File: src/lppd_pkg.sv
// Shared types and constants of the length-prefixed packet deframer.
package lppd_pkg;

  localparam int unsigned BYTE_W = 8;
  localparam int unsigned TIME_W = 32;
  localparam int unsigned LEN_W  = 15;

  // Configuration register indexes.
  localparam int unsigned CFG_IDX_W = 1;
  localparam logic [CFG_IDX_W-1:0] CFG_MAX_TRANSFER    = 1'b0;
  localparam logic [CFG_IDX_W-1:0] CFG_READER_CAPACITY = 1'b1;

  localparam logic [LEN_W-1:0] MAX_TRANSFER_RST    = 15'd1024;
  localparam logic [LEN_W-1:0] READER_CAPACITY_RST = 15'd1024;

  // Shortest accepted packet length, the two header bytes included.
  localparam logic [LEN_W-1:0] MIN_LEN = 15'd4;

  // Default depth of the result queue.
  localparam int unsigned QUEUE_DEPTH = 4;

  typedef struct packed {
    logic [BYTE_W-1:0] rx_byte;
    logic [TIME_W-1:0] arrival_time_us;
  } in_item_t;

  typedef struct packed {
    logic [BYTE_W-1:0] out_byte;
    logic              last_of_packet;
    logic [TIME_W-1:0] packet_time_us;
    logic [LEN_W-1:0]  packet_length;
  } out_item_t;

  // Results produced by one input byte: none, one or two.
  typedef struct packed {
    logic [1:0] count;
    out_item_t  first;
    out_item_t  second;
  } push_t;

endpackage

File: src/lppd_stream_if.sv
// Valid/ready stream interface carrying one payload per transaction.
interface lppd_stream_if #(
  parameter type payload_t = logic
);
  logic     valid;
  logic     ready;
  payload_t payload;

  modport source (output valid, output payload, input ready);
  modport sink   (input valid, input payload, output ready);
endinterface

File: src/length_prefixed_packet_deframer.sv
// Top level of the length-prefixed packet deframer.
//
//   Port    Direction  Transaction carries
//   in_ch   sink       rx_byte, arrival_time_us
//   out_ch  source     out_byte, last_of_packet, packet_time_us, packet_length
//   cfg_*   sink       write of max_transfer (index 0) or reader_capacity (index 1)
//
// A byte is taken in any cycle in which the input register is empty or its byte
// moves on, which needs two free queue slots; it is decoded as it moves on, and
// its results are written into the queue, from whose head out_ch is fed.
// The second header byte of a passed-on packet yields two results, every later byte one.
// Reset is synchronous and active low; it restores both registers to 1024 and empties
// the queue. A stall on out_ch fills the queue, and then in_ch stalls as well.
module length_prefixed_packet_deframer #(
  parameter int unsigned QueueDepth = lppd_pkg::QUEUE_DEPTH
) (
  input  logic                           clk,
  input  logic                           rst_n,
  lppd_stream_if.sink                    in_ch,
  lppd_stream_if.source                  out_ch,
  input  logic                           cfg_we,
  input  logic [lppd_pkg::CFG_IDX_W-1:0] cfg_index,
  input  logic [lppd_pkg::LEN_W-1:0]     cfg_wdata
);
  import lppd_pkg::*;

  // Group of results handed from the decoder to the queue each cycle.
  push_t     push;
  // The queue can take the two results that a header byte may produce.
  logic      space_ok;
  logic      in_ready;
  out_item_t out_item;
  logic      out_valid;

  lppd_core u_core (
    .clk      (clk),
    .rst_n    (rst_n),
    .in_valid (in_ch.valid),
    .in_item  (in_ch.payload),
    .in_ready (in_ready),
    .space_ok (space_ok),
    .push     (push),
    .cfg_we   (cfg_we),
    .cfg_index(cfg_index),
    .cfg_wdata(cfg_wdata)
  );

  lppd_queue #(
    .Depth(QueueDepth)
  ) u_queue (
    .clk      (clk),
    .rst_n    (rst_n),
    .push     (push),
    .space_ok (space_ok),
    .out_valid(out_valid),
    .out_ready(out_ch.ready),
    .out_item (out_item)
  );

  assign in_ch.ready    = in_ready;
  assign out_ch.valid   = out_valid;
  assign out_ch.payload = out_item;

endmodule

File: src/lppd_core.sv
// Input register, configuration registers and the header/packet state machine.
module lppd_core (
  input  logic                                clk,
  input  logic                                rst_n,
  input  logic                                in_valid,
  input  lppd_pkg::in_item_t                  in_item,
  output logic                                in_ready,
  input  logic                                space_ok,
  output lppd_pkg::push_t                     push,
  input  logic                                cfg_we,
  input  logic [lppd_pkg::CFG_IDX_W-1:0]      cfg_index,
  input  logic [lppd_pkg::LEN_W-1:0]          cfg_wdata
);
  import lppd_pkg::*;

  localparam logic [1:0] PH_LOW  = 2'd0;
  localparam logic [1:0] PH_HIGH = 2'd1;
  localparam logic [1:0] PH_PASS = 2'd2;
  localparam logic [1:0] PH_DROP = 2'd3;

  logic              item_v_r;
  in_item_t          item_r;
  logic              fire;

  logic [LEN_W-1:0]  max_transfer_r;
  logic [LEN_W-1:0]  reader_capacity_r;

  logic [1:0]        phase_r, phase_nxt;
  logic [BYTE_W-1:0] held_r, held_nxt;
  logic [LEN_W-1:0]  len_r, len_nxt;
  logic [LEN_W-1:0]  done_r, done_nxt;
  logic [TIME_W-1:0] start_r, start_nxt;
  logic              inprog_r, inprog_nxt;

  logic [TIME_W-1:0] start_eff;
  logic [LEN_W-1:0]  len_hdr;
  logic              hdr_ok;
  logic [LEN_W-1:0]  done_inc;
  logic              done_end;

  // The held item moves on whenever the queue can take two results.
  assign fire     = item_v_r && space_ok;
  assign in_ready = !item_v_r || fire;

  always_ff @(posedge clk) begin
    if (!rst_n) begin
      item_v_r <= 1'b0;
    end else if (in_ready) begin
      item_v_r <= in_valid;
    end
    if (in_ready && in_valid) begin
      item_r <= in_item;
    end
  end

  always_ff @(posedge clk) begin
    if (!rst_n) begin
      max_transfer_r    <= MAX_TRANSFER_RST;
      reader_capacity_r <= READER_CAPACITY_RST;
    end else if (cfg_we) begin
      unique case (cfg_index)
        CFG_MAX_TRANSFER:    max_transfer_r    <= cfg_wdata;
        CFG_READER_CAPACITY: reader_capacity_r <= cfg_wdata;
        default:             ;
      endcase
    end
  end

  assign start_eff = inprog_r ? start_r : item_r.arrival_time_us;
  assign len_hdr   = {item_r.rx_byte[BYTE_W-2:0], held_r};
  assign hdr_ok    = (len_hdr >= MIN_LEN) && (len_hdr <= max_transfer_r);
  assign done_inc  = done_r + 1'b1;
  assign done_end  = done_inc >= len_r;

  always_comb begin
    phase_nxt   = phase_r;
    held_nxt    = held_r;
    len_nxt     = len_r;
    done_nxt    = done_r;
    start_nxt   = start_r;
    inprog_nxt  = inprog_r;
    push.count  = 2'd0;
    push.first  = '{out_byte: item_r.rx_byte, last_of_packet: 1'b0,
                    packet_time_us: start_eff, packet_length: len_r};
    push.second = '{out_byte: item_r.rx_byte, last_of_packet: 1'b0,
                    packet_time_us: start_eff, packet_length: len_hdr};
    if (fire) begin
      inprog_nxt = 1'b1;
      start_nxt  = start_eff;
      unique case (phase_r)
        PH_LOW: begin
          held_nxt  = item_r.rx_byte;
          phase_nxt = PH_HIGH;
        end
        PH_HIGH: begin
          if (!hdr_ok) begin
            // Resync: the second byte becomes the new first header byte.
            held_nxt   = item_r.rx_byte;
            inprog_nxt = 1'b0;
          end else begin
            len_nxt  = len_hdr;
            done_nxt = 15'd2;
            if (len_hdr > reader_capacity_r) begin
              phase_nxt = PH_DROP;
            end else begin
              phase_nxt  = PH_PASS;
              push.count = 2'd2;
              push.first = '{out_byte: held_r, last_of_packet: 1'b0,
                             packet_time_us: start_eff, packet_length: len_hdr};
            end
          end
        end
        PH_PASS: begin
          done_nxt                 = done_inc;
          push.count               = 2'd1;
          push.first.last_of_packet = done_end;
          if (done_end) begin
            phase_nxt  = PH_LOW;
            done_nxt   = '0;
            inprog_nxt = 1'b0;
          end
        end
        default: begin
          done_nxt = done_inc;
          if (done_end) begin
            phase_nxt  = PH_LOW;
            done_nxt   = '0;
            inprog_nxt = 1'b0;
          end
        end
      endcase
    end
  end

  always_ff @(posedge clk) begin
    if (!rst_n) begin
      phase_r  <= PH_LOW;
      held_r   <= '0;
      len_r    <= '0;
      done_r   <= '0;
      start_r  <= '0;
      inprog_r <= 1'b0;
    end else begin
      phase_r  <= phase_nxt;
      held_r   <= held_nxt;
      len_r    <= len_nxt;
      done_r   <= done_nxt;
      start_r  <= start_nxt;
      inprog_r <= inprog_nxt;
    end
  end

endmodule

File: src/lppd_queue.sv
// Small result queue that takes up to two results per cycle and hands out one while out_ready is high.
module lppd_queue #(
  parameter int unsigned Depth = lppd_pkg::QUEUE_DEPTH
) (
  input  logic                clk,
  input  logic                rst_n,
  input  lppd_pkg::push_t     push,
  output logic                space_ok,
  output logic                out_valid,
  input  logic                out_ready,
  output lppd_pkg::out_item_t out_item
);
  import lppd_pkg::*;

  localparam int unsigned PtrW = (Depth > 1) ? $clog2(Depth) : 1;
  localparam int unsigned CntW = $clog2(Depth + 1);
  localparam logic [PtrW-1:0] PtrLast = PtrW'(Depth - 1);
  localparam logic [CntW-1:0] RoomLimit = CntW'(Depth - 2);

  out_item_t       mem_r [Depth];
  logic [PtrW-1:0] wp_r, wp_nxt, rp_r, rp_nxt;
  logic [PtrW-1:0] wp1, wp2;
  logic [CntW-1:0] cnt_r, cnt_nxt;
  logic            pop;

  assign wp1 = (wp_r == PtrLast) ? '0 : wp_r + 1'b1;
  assign wp2 = (wp1 == PtrLast) ? '0 : wp1 + 1'b1;

  assign out_valid = cnt_r != '0;
  assign out_item  = mem_r[rp_r];
  assign pop       = out_valid && out_ready;
  assign space_ok  = cnt_r <= RoomLimit;

  always_comb begin
    unique case (push.count)
      2'd1:    wp_nxt = wp1;
      2'd2:    wp_nxt = wp2;
      default: wp_nxt = wp_r;
    endcase
    rp_nxt  = pop ? ((rp_r == PtrLast) ? '0 : rp_r + 1'b1) : rp_r;
    cnt_nxt = cnt_r + CntW'(push.count) - CntW'(pop);
  end

  always_ff @(posedge clk) begin
    if (!rst_n) begin
      wp_r  <= '0;
      rp_r  <= '0;
      cnt_r <= '0;
    end else begin
      wp_r  <= wp_nxt;
      rp_r  <= rp_nxt;
      cnt_r <= cnt_nxt;
    end
    if (push.count != 2'd0) begin
      mem_r[wp_r] <= push.first;
    end
    if (push.count == 2'd2) begin
      mem_r[wp1] <= push.second;
    end
  end

endmodule
File: src/flat_wrapper.sv
// flat-port wrapper written by rule: the top's interface ports become plain ports
module length_prefixed_packet_deframer_flat import lppd_pkg::*;
#(
  parameter int unsigned QueueDepth = lppd_pkg::QUEUE_DEPTH
)
  (clk, rst_n, cfg_we, cfg_index, cfg_wdata, in_ch_valid, in_ch_payload, in_ch_ready, out_ch_valid, out_ch_payload, out_ch_ready);
  lppd_stream_if in_ch_i ();
  lppd_stream_if out_ch_i ();
  input  logic clk;
  input  logic rst_n;
  input  logic cfg_we;
  input  logic [lppd_pkg::CFG_IDX_W-1:0] cfg_index;
  input  logic [lppd_pkg::LEN_W-1:0] cfg_wdata;
  input wire logic [$bits(in_ch_i.valid)-1:0] in_ch_valid;
  input wire logic [$bits(in_ch_i.payload)-1:0] in_ch_payload;
  output wire logic [$bits(in_ch_i.ready)-1:0] in_ch_ready;
  output wire logic [$bits(out_ch_i.valid)-1:0] out_ch_valid;
  output wire logic [$bits(out_ch_i.payload)-1:0] out_ch_payload;
  input wire logic [$bits(out_ch_i.ready)-1:0] out_ch_ready;
  assign in_ch_i.valid = in_ch_valid;
  assign in_ch_i.payload = in_ch_payload;
  assign in_ch_ready = in_ch_i.ready;
  assign out_ch_valid = out_ch_i.valid;
  assign out_ch_payload = out_ch_i.payload;
  assign out_ch_i.ready = out_ch_ready;
  length_prefixed_packet_deframer #(.QueueDepth(QueueDepth)) u_core (.clk(clk), .rst_n(rst_n), .in_ch(in_ch_i), .out_ch(out_ch_i), .cfg_we(cfg_we), .cfg_index(cfg_index), .cfg_wdata(cfg_wdata));
endmodule
File: config.mk
export PLATFORM = sky130hd
export DESIGN_NAME = length_prefixed_packet_deframer_flat
export DESIGN_NICKNAME = d
export VERILOG_FILES = /design/src/lppd_pkg.sv /design/src/lppd_stream_if.sv /design/src/length_prefixed_packet_deframer.sv /design/src/lppd_core.sv /design/src/lppd_queue.sv /design/src/flat_wrapper.sv
export SDC_FILE = /design/constraint.sdc
export NUM_CORES = 1
export LEC_CHECK = 0
export BUFFER_PORTS_ARGS = -buffer_cell sky130_fd_sc_hd__buf_2
export CAP_MARGIN = 20
export CORE_AREA = 3 3 40 42
export DETAILED_ROUTE_END_ITERATION = 10
export DIE_AREA = 0 0 43 45
export MAX_ROUTING_LAYER = met4
export SLEW_MARGIN = 20
export SYNTH_ARGS = -nofsm -noshare
export SYNTH_HDL_FRONTEND = slang
export SYNTH_SLANG_ARGS = --single-unit
File: constraint.sdc
create_clock -name clk -period 2.5 [get_ports clk]
set_input_delay 0.5 -clock clk [delete_from_list [all_inputs] [get_ports clk]]
set_output_delay 0.5 -clock clk [all_outputs]
set_load 0.01 [all_outputs]
==> summary.txt <==
CTS
  • Worst-path clk slew: roughly 50 ps
  • Clk_lat worst skew: 240 ps
  • CTS Hold Bufs: 0
  • Total CTS buffers: 3
  • CTS Root Cell: clkbuf_4
  • CTS Sinks: 6
  • CTS tree: done
  • Clock Path Buffers: 2
  • Depth of the CTS H-tree: 1

Setup path
  • Slowest cell on the critical path: or3b_1
  • CP startpoint kind: flop
  • CP Data Arrival Time: 2500 ps
  • Crit Path Max Fanout: 4
  • Worst Setup Path Type: reg2reg
  • CP Capture Type: flop
  • CP Data Required Time: 2640 ps
  • Crit-path cells: nor3b_4 -> o21ai_2 -> or3b_1 -> ha_1 -> inv_1 -> ha_1 -> inv_1 -> fa_1 -> xor2_1 -> and2_1
  • Largest stage delay, worst path: 390 ps

Power
  • Leak pwr: 0.186 nW
  • Cell Pwr Density: about 1100 nW/um^2
  • Peak supply drop: 0.000296 V

Drt
  • Vias: 228
  • Post-route ant nets: 0
  • First-pass DRT Iterations: 2
  • Drt first-iter violations: 3
  • WL/cell: 9.12 um
  • Final wirelength: around 520 um
  • DR DRC count: 0
  • DR vias/cell: 4.00

Place
  • PortBufs: 5
  • Placed cell count: 53
  • Pre-CTS WS: 59.9 ps
  • DP Wirelength: 389 um
  • Routability congestion estimate: 0.634

Outcome
  • Status: completed

Logic synthesis
  • Sequential cell area fraction in the yosys report: 0.354
  • Mapped Cells: 36
  • Mapped Nets: 62
  • Seq cells post-synth: 6
  • Yosys cell types: 20
  • Syn Area/Cell: roughly 9.4 um^2
  • Synthesized area: 339 um^2
  • Yosys warns: 0

Finish
  • Layout Nets: 70
  • Non-Filler Instances: 57
  • Synthesis-to-layout area growth: 18.5%
  • Antenna diode count: 0
  • Share of layout cells above drive strength 1: 0.357

Floorplanning
  • IO Count: 25
  • Rows: 13
  • Die X: between 40 and 50 um
  • Initial cell density of the core: 0.264
  • Die area: 1940 um^2
  • Die Span Y: 45 um
  • CORE AREA: about 1300 um^2

GRT
  • GRT Total Usage: 0.0645
  • Vias in the first global route: 191
  • Initial antenna violation count: 0
  • Gr ovfl total: 0
  • First-pass GRT wire length: 745 um
  • Largest net degree at the start of global routing: 9

Job
  • # Max-Cap Violations: 0

Timing
  • Final period utilization: 0.942
  • F_max: approximately 420 MHz
  • PnR worst setup slack: 144 ps
  • Setup Skew: 2.18 ps
  • Setup TNS: 0 ps
  • Slew Limit Fails: 0
  • RSZ-0062 raised after global routing: false
  • Fin. Hold Viols: 0
  • Minimum clock period: 2360 ps
  • Final setup fails: 0

Worst hold path
  • Hold Path Class: in2reg
## cell usage in the layout, fill, tap and decap left out, drive strengths merged
cell type / n
and2: 3
and3: 1
buf: 6
clkbuf: 3
conb: 1
dfxtp: 6
fa: 1
ha: 3
inv: 4
mux2i: 1
nand2: 4
nand2b: 1
nor2: 1
nor2b: 1
nor3b: 1
o21ai: 1
o31ai: 1
or3: 1
or3b: 1
xor2: 1
## cells by family after synthesis
group,share of synthesized area
adders and majority gates,0.170
buffers and inverters,0.0886
xor gates and xnor gates,0.0258
AOI/OAI and AO/OA,0.0480
other,0.0111
DFF,0.354
and+or+nand+nor,0.273
muxes,0.0295
## final timing paths
check	startpoint	endpoint	slack (ps)	cells after the start
hold / removal	in_ch_valid	u_core.u_core.item_v_r	460	3
setup reg to reg	u_core.u_queue.cnt_r[1]	u_core.u_queue.cnt_r[2]	140	10
setup / recovery	u_core.u_queue.cnt_r[1]	u_core.u_queue.cnt_r[2]	140	10
hold reg to reg	u_core.u_core.phase_r[0]	u_core.u_core.phase_r[0]	460	2
## flip-flops by register name, indices dropped and copies added (netlist names)
signal	flops
u_core.u_core.phase_r	2
u_core.u_queue.cnt_r	3
u_core.u_core.item_v_r	1
## worst max-delay path, delay by kind of cell (launching register included)
kind | cells | cell delay (ps)
AO/OA/AOI/OAI | 1 | 90
XOR/XNOR | 1 | 170
adder cells (fa/ha/maj) | 3 | 770
buffers and inverters | 2 | 110
flip-flops | 1 | 360
AND/OR/NAND/NOR | 3 | 750
## through the flow
stage	hold slack, ps	area (um^2)	power, mW	util
3_5_place_dp	461	368	0.345	0.286
6_report	457	402	0.447	0.313
5_1_grt	470	402	0.495	0.313
4_1_cts	446	390	0.440	0.304
3_3_place_gp	442	368	0.344	0.286
2_1_floorplan	435	339	0.305	-
## layer usage
layer,part of all wire,wire (um),GRT usage
met1,0.45,233,0.0535
met2,0.44,228,0.0838
met3,0.10,52,0.0757
met4,0.0096,5,0.0361
met5,0,0,-
## area by class of cell
cell class | count | area (um^2)
sequential | 6 | 121
fill | 131 | 883
tap | 15 | 18.8
multi-input combinational | 23 | 191
timing repair buffer | 6 | 32.5
inverter | 4 | 15.0
clock buffer | 3 | 22.5
## what timing repair did
action,4_1_cts,5_1_grt
resized for setup,0,2
buffers inserted,0,1
endpoints found under the setup margin,0,1
## cell usage after synthesis
library cell  number  share of area
xor2_1             1          0.026
and2_1             3          0.055
o21ai_2            1          0.026
dfxtp_1            6           0.35
clkbuf_1           2          0.022
buf_4              1          0.022
nand2b_1           1          0.018
conb_1             1          0.011
nor2b_1            1          0.018
nor3b_4            1          0.055
and3_2             1          0.022
fa_1               1          0.059
o31ai_1            1          0.022
mux2i_1            1          0.030
or3_2              1          0.022
or3b_1             1          0.026
nand2_1            4          0.044
inv_1              4          0.044
ha_1               3           0.11
nor2_1             1          0.011
## report_power, final
| part | internal (mW) | switching [mW] |
|---|---|---|
| clock network | 0.0545 | 0.0378 |
| registers | 0.126 | 0.0295 |
| logic | 0.110 | 0.0895 |
(Power assumes the default switching activity.)
